<file path="src/lsp_pkg.sv">
`timescale 1ns / 1ps
// ----------------------------------------------------------------------------
// lsp_pkg
// Shared types and codes of the led strip pattern generator.
// ----------------------------------------------------------------------------
package lsp_pkg;

   // operation codes of an input word
   localparam logic [1:0] OP_TICK  = 2'd0;
   localparam logic [1:0] OP_WRITE = 2'd1;
   localparam logic [1:0] OP_READ  = 2'd2;

   // display modes
   localparam logic [1:0] MODE_OFF   = 2'd0;
   localparam logic [1:0] MODE_FADE  = 2'd1;
   localparam logic [1:0] MODE_RANGE = 2'd2;
   localparam logic [1:0] MODE_TRI   = 2'd3;

   // access status codes
   localparam logic [1:0] ACC_OK          = 2'd0;
   localparam logic [1:0] ACC_BAD_VALUE   = 2'd1;
   localparam logic [1:0] ACC_BAD_ADDRESS = 2'd2;

   // csr register indexes
   localparam logic [1:0] CSR_BASE_ADDRESS = 2'd0;
   localparam logic [1:0] CSR_PIXEL_COUNT  = 2'd1;
   localparam logic [1:0] CSR_FADE_COLOR_A = 2'd2;
   localparam logic [1:0] CSR_FADE_COLOR_B = 2'd3;

   // fixed colors
   localparam logic [23:0] COLOR_BLACK  = 24'h000000;
   localparam logic [23:0] COLOR_RED    = 24'hFF0000;
   localparam logic [23:0] COLOR_YELLOW = 24'hFFFF00;
   localparam logic [23:0] COLOR_GREEN  = 24'h00FF00;

   // percent scale and its reciprocal, exact for values below 25600
   localparam logic [6:0]  PERCENT_FULL = 7'd100;
   localparam logic [12:0] RECIP_100    = 13'd5243;
   localparam int          RECIP_SHIFT  = 19;
   // reciprocal of three, exact for values below 128
   localparam logic [5:0]  RECIP_3      = 6'd43;
   localparam int          RECIP3_SHIFT = 7;

   typedef struct packed {
      logic [1:0]         operation;
      logic [15:0]        bus_address;
      logic signed [15:0] write_value;
   } req_word_type;

   typedef struct packed {
      logic [5:0]  pixel_index;
      logic [23:0] pixel_color;
      logic        last_pixel;
      logic [1:0]  access_status;
      logic [6:0]  read_data;
   } rsp_word_type;

   typedef enum logic [1:0] {
      STATE_IDLE,
      STATE_CALC,
      STATE_SCALE,
      STATE_EMIT
   } state_type;

   // controller to datapath
   typedef struct packed {
      logic accept;
      logic calc;
      logic scale;
      logic emit;
   } cmd_type;

   // datapath to controller
   typedef struct packed {
      logic frame_due;
      logic last_pix;
      logic out_free;
   } stat_type;

endpackage

</file>
<file path="src/led_strip_pattern_generator.sv">
`timescale 1ns / 1ps
// Register read or write: result in the next cycle; next word taken once output is free.
// Tick without frame: timers updated, no result.
// Frame tick: setup in CALC (blend products), then SCALE (scaling), then one pixel word
//   per cycle as the output register drains.
// Reset is synchronous, active high: control registers to defaults, mode off, timers cleared.
// ----------------------------------------------------------------------------
// led_strip_pattern_generator
// Led strip pattern generator: mode and level registers, frame output per frame tick.
// ----------------------------------------------------------------------------
module led_strip_pattern_generator
   import lsp_pkg::*;
#(
   parameter int MAX_PIXELS      = 64,
   parameter int FRAME_PERIOD_MS = 20,
   parameter int BLINK_PERIOD_MS = 500
)
(
   input  logic         clock,
   input  logic         reset,
   input  logic         req_valid,
   output logic         req_ready,
   input  req_word_type req_word,
   output logic         rsp_valid,
   input  logic         rsp_ready,
   output rsp_word_type rsp_word,
   input  logic         csr_valid,
   output logic         csr_ready,
   input  logic [1:0]   csr_index,
   input  logic [23:0]  csr_data
);

   cmd_type  cmd;
   stat_type stat;

   // csr writes are always taken
   assign csr_ready = 1'b1;

   // sequencer
   lsp_ctrl u_ctrl (
      .clock     (clock),
      .reset     (reset),
      .req_valid (req_valid),
      .req_ready (req_ready),
      .stat      (stat),
      .cmd       (cmd)
   );

   // datapath
   lsp_datapath #(
      .MAX_PIXELS      (MAX_PIXELS),
      .FRAME_PERIOD_MS (FRAME_PERIOD_MS),
      .BLINK_PERIOD_MS (BLINK_PERIOD_MS)
   ) u_datapath (
      .clock     (clock),
      .reset     (reset),
      .cmd       (cmd),
      .stat      (stat),
      .req_word  (req_word),
      .csr_valid (csr_valid),
      .csr_index (csr_index),
      .csr_data  (csr_data),
      .rsp_ready (rsp_ready),
      .rsp_valid (rsp_valid),
      .rsp_word  (rsp_word)
   );

endmodule

</file>
<file path="src/lsp_ctrl.sv">
`timescale 1ns / 1ps
// ----------------------------------------------------------------------------
// lsp_ctrl
// Sequencer: takes input words, steps frame setup and pixel emission.
// ----------------------------------------------------------------------------
module lsp_ctrl
   import lsp_pkg::*;
(
   input  logic     clock,
   input  logic     reset,
   input  logic     req_valid,
   output logic     req_ready,
   input  stat_type stat,
   output cmd_type  cmd
);

   state_type state_ff;
   state_type state_in;

   // state register
   always_ff @(posedge clock) begin
      if (reset) begin
         state_ff <= STATE_IDLE;
      end else begin
         state_ff <= state_in;
      end
   end

   // next state and commands
   always_comb begin
      state_in   = state_ff;
      cmd        = '0;
      req_ready  = 1'b0;
      case (state_ff)
         STATE_IDLE: begin
            req_ready  = stat.out_free;
            cmd.accept = req_valid && stat.out_free;
            if (cmd.accept && stat.frame_due) begin
               state_in = STATE_CALC;
            end
         end
         STATE_CALC: begin
            cmd.calc = 1'b1;
            state_in = STATE_SCALE;
         end
         STATE_SCALE: begin
            cmd.scale = 1'b1;
            state_in  = STATE_EMIT;
         end
         STATE_EMIT: begin
            cmd.emit = stat.out_free;
            if (stat.out_free && stat.last_pix) begin
               state_in = STATE_IDLE;
            end
         end
         default: begin
            state_in = STATE_IDLE;
         end
      endcase
   end

   // only one datapath command at a time
   a_cmd_onehot: assert property (@(posedge clock) disable iff (reset)
      $onehot0({cmd.accept, cmd.calc, cmd.scale, cmd.emit}))
      else $error("more than one datapath command");

   // a frame setup always runs calc then scale
   a_calc_scale: assert property (@(posedge clock) disable iff (reset)
      cmd.calc |=> cmd.scale)
      else $error("scale did not follow calc");

   // input is never taken while a frame is being sent
   a_no_accept_emit: assert property (@(posedge clock) disable iff (reset)
      (state_ff == STATE_EMIT) |-> !req_ready)
      else $error("input ready during frame emission");

endmodule

</file>
<file path="src/lsp_datapath.sv">
`timescale 1ns / 1ps
// ----------------------------------------------------------------------------
// lsp_datapath
// Registers, timers, fade blend, range and split math, pixel output register.
// ----------------------------------------------------------------------------
module lsp_datapath
   import lsp_pkg::*;
#(
   parameter int MAX_PIXELS      = 64,
   parameter int FRAME_PERIOD_MS = 20,
   parameter int BLINK_PERIOD_MS = 500
)
(
   input  logic         clock,
   input  logic         reset,
   input  cmd_type      cmd,
   output stat_type     stat,
   input  req_word_type req_word,
   input  logic         csr_valid,
   input  logic [1:0]   csr_index,
   input  logic [23:0]  csr_data,
   input  logic         rsp_ready,
   output logic         rsp_valid,
   output rsp_word_type rsp_word
);

   localparam int FT_W = $clog2(FRAME_PERIOD_MS + 1);
   localparam int BT_W = $clog2(BLINK_PERIOD_MS + 1);
   localparam logic [FT_W-1:0] FRAME_LAST = FT_W'(FRAME_PERIOD_MS);
   localparam logic [BT_W-1:0] BLINK_LAST = BT_W'(BLINK_PERIOD_MS);
   localparam logic [6:0]      COUNT_MAX  = 7'(MAX_PIXELS);

   // configuration
   logic [15:0] base_ff, base_in;
   logic [6:0]  count_cfg_ff, count_cfg_in;
   logic [23:0] color_a_ff, color_a_in;
   logic [23:0] color_b_ff, color_b_in;

   // pattern state
   logic [1:0]      mode_ff, mode_in;
   logic [6:0]      level_ff, level_in;
   logic [6:0]      progress_ff, progress_in;
   logic            fading_up_ff, fading_up_in;
   logic            blink_on_ff, blink_on_in;
   logic [FT_W-1:0] frame_timer_ff, frame_timer_in;
   logic [BT_W-1:0] blink_timer_ff, blink_timer_in;

   // frame setup pipeline
   logic [14:0] sum_ff [3];
   logic [14:0] sum_in [3];
   logic [13:0] range_prod_ff, range_prod_in;
   logic [5:0]  third_ff, third_in;
   logic [23:0] fill_ff, fill_in;
   logic [6:0]  lit_ff, lit_in;

   // pixel counter and output register
   logic [5:0]   idx_ff, idx_in;
   logic         rsp_valid_ff, rsp_valid_in;
   rsp_word_type rsp_word_ff, rsp_word_in;

   logic [6:0]      count_eff;
   logic [5:0]      count_last;
   logic [FT_W-1:0] ft_inc;
   logic [BT_W-1:0] bt_inc;
   logic [15:0]     raw;
   logic            is_mode_addr;
   logic            is_level_addr;
   logic            out_free;

   // effective pixel count, clamped to 1..MAX_PIXELS
   always_comb begin
      count_eff = count_cfg_ff;
      if (count_eff == 7'd0) begin
         count_eff = 7'd1;
      end
      if (count_eff > COUNT_MAX) begin
         count_eff = COUNT_MAX;
      end
   end
   assign count_last = 6'(count_eff - 7'd1);

   // saturating timer increments
   assign ft_inc = (frame_timer_ff < FRAME_LAST) ? frame_timer_ff + 1'b1 : frame_timer_ff;
   assign bt_inc = (blink_timer_ff < BLINK_LAST) ? blink_timer_ff + 1'b1 : blink_timer_ff;

   assign raw           = req_word.write_value;
   assign is_mode_addr  = (req_word.bus_address == base_ff);
   assign is_level_addr = (req_word.bus_address == base_ff + 16'd1);
   assign out_free      = !rsp_valid_ff || rsp_ready;

   assign stat.frame_due = (req_word.operation == OP_TICK) && (ft_inc >= FRAME_LAST);
   assign stat.last_pix  = (idx_ff == count_last);
   assign stat.out_free  = out_free;

   // configuration writes
   always_comb begin
      base_in      = base_ff;
      count_cfg_in = count_cfg_ff;
      color_a_in   = color_a_ff;
      color_b_in   = color_b_ff;
      if (csr_valid) begin
         case (csr_index)
            CSR_BASE_ADDRESS: base_in      = csr_data[15:0];
            CSR_PIXEL_COUNT:  count_cfg_in = csr_data[6:0];
            CSR_FADE_COLOR_A: color_a_in   = csr_data;
            CSR_FADE_COLOR_B: color_b_in   = csr_data;
            default: begin
            end
         endcase
      end
   end

   // tick, register write and frame-start state updates
   always_comb begin
      mode_in        = mode_ff;
      level_in       = level_ff;
      progress_in    = progress_ff;
      fading_up_in   = fading_up_ff;
      blink_on_in    = blink_on_ff;
      frame_timer_in = frame_timer_ff;
      blink_timer_in = blink_timer_ff;
      if (cmd.accept) begin
         case (req_word.operation)
            OP_TICK: begin
               blink_timer_in = bt_inc;
               frame_timer_in = ft_inc;
               if (stat.frame_due) begin
                  frame_timer_in = '0;
                  case (mode_ff)
                     MODE_FADE: begin
                        if (fading_up_ff) begin
                           if (progress_ff >= PERCENT_FULL - 7'd1) begin
                              progress_in  = PERCENT_FULL;
                              fading_up_in = 1'b0;
                           end else begin
                              progress_in = progress_ff + 7'd1;
                           end
                        end else if (progress_ff <= 7'd1) begin
                           progress_in  = 7'd0;
                           fading_up_in = 1'b1;
                        end else begin
                           progress_in = progress_ff - 7'd1;
                        end
                     end
                     MODE_TRI: begin
                        if (bt_inc >= BLINK_LAST) begin
                           blink_on_in    = !blink_on_ff;
                           blink_timer_in = '0;
                        end
                     end
                     default: begin
                     end
                  endcase
               end
            end
            OP_WRITE: begin
               if (is_mode_addr) begin
                  if (raw <= 16'd3 && raw[1:0] != mode_ff) begin
                     mode_in        = raw[1:0];
                     progress_in    = 7'd0;
                     fading_up_in   = 1'b0;
                     blink_on_in    = 1'b1;
                     blink_timer_in = '0;
                     frame_timer_in = '0;
                  end
               end else if (is_level_addr) begin
                  if (raw <= 16'(PERCENT_FULL) && raw[6:0] != level_ff) begin
                     level_in       = raw[6:0];
                     frame_timer_in = '0;
                  end
               end
            end
            default: begin
            end
         endcase
      end
   end

   // frame setup: products, then scaling by the reciprocal of 100
   always_comb begin
      logic [6:0]  weight_a;
      logic [7:0]  chan_a;
      logic [7:0]  chan_b;
      logic [27:0] scaled;
      logic [26:0] lit_scaled;
      logic [12:0] third_prod;
      weight_a      = PERCENT_FULL - progress_ff;
      sum_in        = sum_ff;
      range_prod_in = range_prod_ff;
      third_in      = third_ff;
      fill_in       = fill_ff;
      lit_in        = lit_ff;
      for (int c = 0; c < 3; c++) begin
         chan_a = color_a_ff[8*c +: 8];
         chan_b = color_b_ff[8*c +: 8];
         if (cmd.calc) begin
            sum_in[c] = 15'(chan_a * weight_a) + 15'(chan_b * progress_ff);
         end
         scaled = sum_ff[c] * RECIP_100;
         if (cmd.scale) begin
            fill_in[8*c +: 8] = scaled[RECIP_SHIFT +: 8];
         end
      end
      third_prod = count_eff * RECIP_3;
      if (cmd.calc) begin
         range_prod_in = level_ff * count_eff;
         third_in      = third_prod[RECIP3_SHIFT +: 6];
      end
      lit_scaled = range_prod_ff * RECIP_100;
      if (cmd.scale) begin
         lit_in = lit_scaled[RECIP_SHIFT +: 7];
      end
   end

   // result words and pixel counter
   always_comb begin
      logic [23:0] color;
      logic [6:0]  pos;
      pos = {1'b0, idx_ff};
      color = COLOR_BLACK;
      case (mode_ff)
         MODE_FADE: color = fill_ff;
         MODE_RANGE: begin
            if (pos < lit_ff) begin
               color = COLOR_GREEN;
            end
         end
         MODE_TRI: begin
            if (blink_on_ff) begin
               if (idx_ff < third_ff) begin
                  color = COLOR_RED;
               end else if (pos < {third_ff, 1'b0}) begin
                  color = COLOR_YELLOW;
               end else begin
                  color = COLOR_GREEN;
               end
            end
         end
         default: color = COLOR_BLACK;
      endcase

      idx_in       = idx_ff;
      rsp_valid_in = rsp_valid_ff && !rsp_ready;
      rsp_word_in  = rsp_word_ff;
      if (cmd.accept) begin
         idx_in = 6'd0;
         case (req_word.operation)
            OP_WRITE: begin
               rsp_valid_in = 1'b1;
               rsp_word_in  = '0;
               if (is_mode_addr) begin
                  rsp_word_in.access_status = (raw <= 16'd3) ? ACC_OK : ACC_BAD_VALUE;
               end else if (is_level_addr) begin
                  rsp_word_in.access_status =
                     (raw <= 16'(PERCENT_FULL)) ? ACC_OK : ACC_BAD_VALUE;
               end else begin
                  rsp_word_in.access_status = ACC_BAD_ADDRESS;
               end
            end
            OP_READ: begin
               rsp_valid_in = 1'b1;
               rsp_word_in  = '0;
               if (is_mode_addr) begin
                  rsp_word_in.read_data = {5'd0, mode_ff};
               end else if (is_level_addr) begin
                  rsp_word_in.read_data = level_ff;
               end
            end
            default: begin
            end
         endcase
      end else if (cmd.emit) begin
         rsp_valid_in              = 1'b1;
         rsp_word_in               = '0;
         rsp_word_in.pixel_index   = idx_ff;
         rsp_word_in.pixel_color   = color;
         rsp_word_in.last_pixel    = stat.last_pix;
         idx_in                    = idx_ff + 6'd1;
      end
   end

   // control and pattern state registers
   always_ff @(posedge clock) begin
      if (reset) begin
         base_ff        <= 16'd0;
         count_cfg_ff   <= 7'd1;
         color_a_ff     <= COLOR_BLACK;
         color_b_ff     <= COLOR_BLACK;
         mode_ff        <= MODE_OFF;
         level_ff       <= 7'd0;
         progress_ff    <= 7'd0;
         fading_up_ff   <= 1'b0;
         blink_on_ff    <= 1'b1;
         frame_timer_ff <= '0;
         blink_timer_ff <= '0;
         idx_ff         <= 6'd0;
         rsp_valid_ff   <= 1'b0;
      end else begin
         base_ff        <= base_in;
         count_cfg_ff   <= count_cfg_in;
         color_a_ff     <= color_a_in;
         color_b_ff     <= color_b_in;
         mode_ff        <= mode_in;
         level_ff       <= level_in;
         progress_ff    <= progress_in;
         fading_up_ff   <= fading_up_in;
         blink_on_ff    <= blink_on_in;
         frame_timer_ff <= frame_timer_in;
         blink_timer_ff <= blink_timer_in;
         idx_ff         <= idx_in;
         rsp_valid_ff   <= rsp_valid_in;
      end
   end

   // payload registers
   always_ff @(posedge clock) begin
      sum_ff        <= sum_in;
      range_prod_ff <= range_prod_in;
      third_ff      <= third_in;
      fill_ff       <= fill_in;
      lit_ff        <= lit_in;
      rsp_word_ff   <= rsp_word_in;
   end

   assign rsp_valid = rsp_valid_ff;
   assign rsp_word  = rsp_word_ff;

   // fade progress stays within 0..100
   a_progress_range: assert property (@(posedge clock) disable iff (reset)
      progress_ff <= PERCENT_FULL)
      else $error("fade progress out of range");

   // level register only ever holds a validated value
   a_level_range: assert property (@(posedge clock) disable iff (reset)
      level_ff <= PERCENT_FULL)
      else $error("range level out of range");

   // frame timer restarts on reaching the period
   a_frame_timer: assert property (@(posedge clock) disable iff (reset)
      frame_timer_ff < FRAME_LAST)
      else $error("frame timer reached the period");

   // a pixel is never sent beyond the strip
   a_emit_index: assert property (@(posedge clock) disable iff (reset)
      cmd.emit |-> ({1'b0, idx_ff} < count_eff))
      else $error("pixel index beyond strip length");

   // a new word never overwrites a result still waiting
   a_no_overwrite: assert property (@(posedge clock) disable iff (reset)
      (cmd.accept || cmd.emit) |-> (!rsp_valid_ff || rsp_ready))
      else $error("result register overwritten");

endmodule
</file>
<file path="config.mk">
export PLATFORM = sky130hd
export DESIGN_NAME = led_strip_pattern_generator
export DESIGN_NICKNAME = d
export VERILOG_FILES = /design/src/lsp_pkg.sv /design/src/led_strip_pattern_generator.sv /design/src/lsp_ctrl.sv /design/src/lsp_datapath.sv
export SDC_FILE = /design/constraint.sdc
export NUM_CORES = 2
export LEC_CHECK = 0
export BUFFER_PORTS_ARGS = -buffer_cell sky130_fd_sc_hd__clkbuf_2
export CAP_MARGIN = 5
export CORE_MARGIN = 2
export CORE_UTILIZATION = 55
export CTS_CLUSTER_DIAMETER = 100
export CTS_CLUSTER_SIZE = 16
export DETAILED_ROUTE_END_ITERATION = 12
export GPL_TIMING_DRIVEN = 0
export HOLD_SLACK_MARGIN = 0.02
export PLACE_DENSITY = 0.69
export SETUP_SLACK_MARGIN = 0.2
export SKIP_LAST_GASP = 1
export SLEW_MARGIN = 5
export SYNTH_ARGS = -nofsm -noshare
export SYNTH_HDL_FRONTEND = slang
export SYNTH_SLANG_ARGS = --single-unit
</file>
<file path="constraint.sdc">
create_clock -name clock -period 11.5 [get_ports clock]
set_clock_uncertainty 0.1 [all_clocks]
set_input_delay 1.725 -clock clock [delete_from_list [all_inputs] [get_ports clock]]
set_output_delay 1.725 -clock clock [all_outputs]
set_load 0.01 [all_outputs]
</file>
Word-level counts from Yosys, hierarchy flattened
Index checks and enable logic that the tools add are counted.
{"block": "totals", "regBits": 248, "output_inout_bits": 43, "word_cells": 184}
{"block": "op_classes", "add_sub_neg": 11, "muxes": 63, "bitwise": 1, "multipliers": 12, "reduce_logical": 31, "magnitude_cmp": 12, "n_eq_ne": 28}
{"op": "8-bit by 7-bit multiplier with 15-bit output", "count": 6}
{"op": "15-bit by 13-bit multiplier with 27-bit output (second input constant)", "count": 3}
{"op": "40-bit two-way mux", "count": 2}
{"op": "40-bit one-hot mux with 2 select lines", "count": 1}
{"op": "7-bit two-way mux", "count": 11}
{"op": "24-bit two-way mux", "count": 3}
{"op": "24-bit one-hot mux with 3 select lines", "count": 1}
{"op": "9-bit two-way mux", "count": 6}
{"op": "15-bit adder", "count": 3}
{"op": "16-bit equality test", "count": 2}
{"op": "5-bit two-way mux", "count": 6}
{"op": "14-bit by 13-bit multiplier with 26-bit output (second input constant)", "count": 1}
{"op": "1-bit two-way mux", "count": 22}
{"op": "9-bit one-hot mux with 2 select lines", "count": 1}
{"op": "16-bit by 1-bit adder with 16-bit output (second input constant)", "count": 1}
{"op": "16-bit by 2-bit <= comparator with 1-bit output (second input constant)", "count": 1}
{"op": "16-bit by 7-bit <= comparator with 1-bit output (second input constant)", "count": 1}
{"op": "16-bit two-way mux", "count": 1}
{"op": "2-bit equality test (second input constant)", "count": 7}
{"op": "6-bit by 7-bit < comparator with 1-bit output", "count": 2}
{"op": "7-bit by 7-bit multiplier with 14-bit output", "count": 1}
{"op": "7-bit one-hot mux with 2 select lines", "count": 1}
{"op": "7-bit by 6-bit multiplier with 13-bit output (second input constant)", "count": 1}
{"op": "2-bit AND reduction", "count": 6}
{"op": "39 further kinds", "count": 68}

Logic depth before layout (Yosys ltp)
{"block": "logic_depth", "ltp_word": 9, "mapped_depth": 27}

Modules after synthesis
Synthesis repeated with hierarchy kept, for this count alone.
{"block": "unflattened", "hier_cells": 3858, "hier_area_um2": 37561.0}
{"module": "lsp_datapath", "seq_area_each_um2": 6286.0, "cells_per_inst": 3835, "n_inst": 1, "area_each_um2": 37344.6}
{"module": "lsp_ctrl", "seq_area_each_um2": 40.0, "cells_per_inst": 21, "n_inst": 1, "area_each_um2": 205.2}
{"module": "led_strip_pattern_generator", "seq_area_each_um2": 0.0, "cells_per_inst": 2, "n_inst": 1, "area_each_um2": 11.3}

Worst setup path after synthesis
Ideal clock, no wire load.
{"block": "synth_timing", "kind": "flip-flop to flip-flop", "start": "register u_datapath.progress_ff[1]", "end": "register u_datapath.sum_ff[14] (netlist bit) (data pin)", "setup_time_ns": 0.260, "setup_slack_ns": 4.532, "path_stages_with_launch": 27, "required_time_ns": 11.140, "t_arrival_ns": 6.608, "path_cell_list": "dfxtp_1 > clkbuf_1 > clkbuf_1 > inv_1 > ha_1 > inv_1 > a21oi_1 > a21oi_1 > xnor2_1 > clkbuf_1 > nand2_1 > fa_1 > fa_1 > inv_1 > fa_1 > fa_1 > fa_1 > inv_1 > fa_1 > inv_1 > ha_1 > and3_1 > a31o_2 > o41ai_1 > o21bai_1 > a21oi_1 > xnor2_1"}
{"block": "synth_between", "elab_chain_len": 3, "word_cells_on_any_way": 4}
{"element": "from (decl)", "line": "lsp_datapath.sv:42", "rtl": "logic [6:0] progress_ff, progress_in;"}
{"element": "from (signal assigned)", "line": "lsp_datapath.sv:305", "rtl": "progress_ff <= progress_in;"}
{"element": "7-bit subtractor", "line": "lsp_datapath.sv:187", "rtl": "weight_a = PERCENT_FULL - progress_ff;"}
{"element": "8-bit by 7-bit multiplier with 15-bit output", "line": "lsp_datapath.sv:197", "rtl": "sum_in[c] = 15'(chan_a * weight_a) + 15'(chan_b * progress_ff);"}
{"element": "15-bit adder *", "line": "lsp_datapath.sv:197"}
{"element": "to (signal assigned)", "line": "lsp_datapath.sv:317", "rtl": "sum_ff <= sum_in;"}
{"element": "to (decl)", "line": "lsp_datapath.sv:49", "rtl": "logic [14:0] sum_ff [3];"}
Every way passes the cells marked *; elsewhere a longest branch is shown, timed or not.
A chain may end at the register's enable or synchronous reset.

Final worst setup path
{"block": "layout_timing", "start": "register u_datapath.progress_ff[1]", "end": "register u_datapath.sum_ff[29] (netlist bit) (data pin)"}
Same word-level chain as after synthesis.

==> flow_metrics.tcl <==
set metrics [dict create \
    leakagePower_nw 20.6 \
    rr_worst_depth 26 \
    synth_compound_area_share_pct 6.03 \
    synth_fa_ha_area_share_pct 50.4 \
    synth_cell_type_count 72 \
    power_density_mw_per_mm2 47.8 \
    port_buffers 105 \
    rr_endpoint "u_datapath.sum_ff[29]$_DFFE_PN_" \
    worst_setup_path_start_kind "register" \
    final_common_cell "inv_1" \
    timing.final.crit_share_pct 78.1 \
    overflow 0 \
    utilization_pct 59.3 \
    area_growth_syn_to_layout_pct 6.37 \
    boundaryPins 108 \
    routed_wirelength_um 85300 \
    die-width_um 266 \
    hold_buffers 0 \
    synth_flop_cell "edfxtp_1" \
    crit_arrival_ns 9.20 \
    setup_violations 0 \
    hold_violations 0 \
    track_usage_pct 25.2 \
    synth-seq-area-share_pct 16.8 \
    ant_nets 0 \
    grt_first_pass_wirelength_um 140000 \
    path_clk_slew_ns 0.08 \
    start_util_pct 55.8 \
    regToRegSetupSlack_ns 2.52 \
    period_needed_ns 8.98 \
    outcome "finished clean" \
    antenna_found_initial 5 \
    syn_area_mm2 0.0377 \
    avgRoutedWirePerCell_um 17.4 \
    drc 0 \
    rows 95 \
    synth_edf_count 136 \
    fin_ws_ns 2.52 \
    synthArstFlopShare_pct 0 \
    cts_post_setup_buffers_inserted 0 \
    root_buffer "clkbuf_16" \
    gp_congestion 0.932 \
    grt_max_degree 51 \
    synth_top_family_by_area "adder cells" \
    cp_max_fo 10 \
    syn_area_per_cell_um2 9.69 \
    yosys.area_share.simple_pct 12.5 \
    required_ns 11.72 \
    synth_seq_cells 248 \
    dr.pass1.iters 5 \
    crit_slowest_cell "xnor2_1" \
    rsz0062_at_grt "no" \
    yosysTopAreaCell "fa_1" \
    fin_tns_setup_ns 0 \
    synthesis.instances 3886 \
    grt_pass1_vias 27000 \
    synth-xor-area-share_pct 3.96 \
    yosysWarningCount 0 \
    cpPeakStageDelay_ns 0.91 \
    fp.dieH_um 266 \
    endpoint_kind "register" \
    h-tree-depth 1 \
    worstHoldPathCells 2 \
    worst_pin_slew_ns 1.25 \
    yosysTopAreaCellShare_pct 28.5 \
    ctsResizeCount 0 \
    reg2reg_from "u_datapath.progress_ff[1]$_SDFFE_PP0P_" \
    fmaxAchievable_mhz 111 \
    cts_buffer_depth 3 \
    tritoncts "done" \
    drive_above_1_share_pct 4.07 \
    vias 26100 \
    slew_headroom_pct 16.1 \
    synth_area_leaders "fa_1, ha_1, edfxtp_1, inv_1, dfxtp_1" \
    syn_nets 5147 \
    clock_latency_ns 0.56 \
    final_cell_mix "inv_1, ha_1, fa_1, nand2_1, and2_1" \
    pre_cts_slack_ns 2.73 \
    avgViaCountPerCell 5.33 \
    hold_path.class "reg -> reg" \
    nNetsFinal 5279 \
    cts_made_buffers 21 \
    maxCapViolations 0 \
    core_mm2 0.0675 \
    dp_hpwl_um 71500 \
    vdd_drop_max_uv 121 \
    critPathLaunch "u_datapath.progress_ff[1]$_SDFFE_PP0P_" \
    clkSinkCount 248 \
    die_area_mm2 0.0706 \
    fillers 5922 \
    synth.area.mux_share_pct 0.611 \
    drv_slew 0 \
    crit_end "u_datapath.sum_ff[29]$_DFFE_PN_" \
    path_class "reg -> reg" \
    detail_route.iter0.violations 1565 \
]
-- cells by family (layout without fill, tap and decap cells) --
family                     count (synthesis)  count (layout)
muxes                                     23              23
buffers and inverters                    966            1112
other                                      2               7
and+or+nand+nor                          922             922
adders and majority gates               1196            1196
DFF                                      248             248
xor gates and xnor gates                 167             167
AOI/OAI and AO/OA                        362             362
-- synthesized netlist by cell type, types with 14 or more instances --
master      n
inv_1     868
ha_1      660
fa_1      536
nand2_1   307
and2_1    279
a21oi_1   156
edfxtp_1  136
dfxtp_1   112
xnor2_1   109
nor2_1    103
clkbuf_1   90
xor2_1     56
o21ai_0    49
nor2b_1    46
nor3_1     44
a21o_1     41
nand3_1    34
mux2i_1    23
and3_1     18
nand2b_1   16
a211oi_1   15
nand4_1    15
nor4_1     14
-- critical path: cells and delay by family, from the launching register on --
kind,cells,cell delay [ns]
buffers and inverters,9,2.06
xor gates and xnor gates,2,1.27
AOI/OAI and AO/OA,4,0.88
and+or+nand+nor,3,0.48
DFF,1,0.42
adders and majority gates,8,3.53
-- stage by stage --
step / hold WS (ns) / total power [W] / instances / cell area (um2)
floorplan: 0.345 / 0.00112 / 3886 / 37700
global placement: 0.357 / 0.00120 / 4864 / 39300
detailed placement: 0.362 / 0.00120 / 4868 / 39400
CTS: 0.372 / 0.00193 / 4905 / 40100
global route: 0.393 / 0.00199 / 4908 / 40100
finish: 0.373 / 0.00191 / 4910 / 40100
-- state kept, by name, indices dropped and copies added, names as in the netlist, 5 cells and up --
register,flops
u_datapath.sum_ff,45
u_datapath.rsp_word,40
u_datapath.color_a_ff,24
u_datapath.color_b_ff,24
u_datapath.fill_ff,24
u_datapath.base_ff,16
u_datapath.range_prod_ff,14
u_datapath.blink_timer_ff,9
u_datapath.count_cfg_ff,7
u_datapath.level_ff,7
u_datapath.lit_ff,7
u_datapath.progress_ff,7
u_datapath.idx_ff,6
u_datapath.third_ff,6
u_datapath.frame_timer_ff,5
-- cell type report --
class	count	area [um2]	share of cell area [%]
tap	873	1090	2.73
clock inverter	7	67.6	0.169
inverter	868	3260	8.13
antenna	5	12.5	0.0312
clock buffer	30	591	1.47
timing repair buffer	109	601	1.50
buffer	98	379	0.946
multi-input combinational	2672	27700	69.2
sequential	248	6330	15.8
-- where the power goes --
group          total [W]  internal, W  leakage, nW  switching [W]
combinational   0.000213    0.0000819         18.1       0.000131
sequential      0.000970     0.000947         2.15      0.0000230
clock           0.000731     0.000375        0.328       0.000356
total            0.00191      0.00140         20.6       0.000510
-- metal layers --
metal	part of all wire (%)	global-route usage [%]	vias to the layer above
met2	46	40.8	631
li1	-	-	12600
met5	0	0	-
met4	3.5	7.90	0
met3	6.2	3.82	141
met1	45	34.9	12800
-- worst min-delay path by stage --
stage / from / to
final: u_datapath.base_ff[15]$_SDFFE_PP0P_ / u_datapath.base_ff[15]$_SDFFE_PP0P_
after detailed placement: u_datapath.base_ff[15]$_SDFFE_PP0P_ / u_datapath.base_ff[15]$_SDFFE_PP0P_
after CTS: u_datapath.base_ff[15]$_SDFFE_PP0P_ / u_datapath.base_ff[15]$_SDFFE_PP0P_
after global placement: u_datapath.base_ff[15]$_SDFFE_PP0P_ / u_datapath.base_ff[15]$_SDFFE_PP0P_
after global routing: u_datapath.base_ff[15]$_SDFFE_PP0P_ / u_datapath.base_ff[15]$_SDFFE_PP0P_
after floorplan: u_datapath.count_cfg_ff[0]$_SDFFE_PP1P_ / u_datapath.count_cfg_ff[0]$_SDFFE_PP1P_
Power figures use the tool's default switching activity.
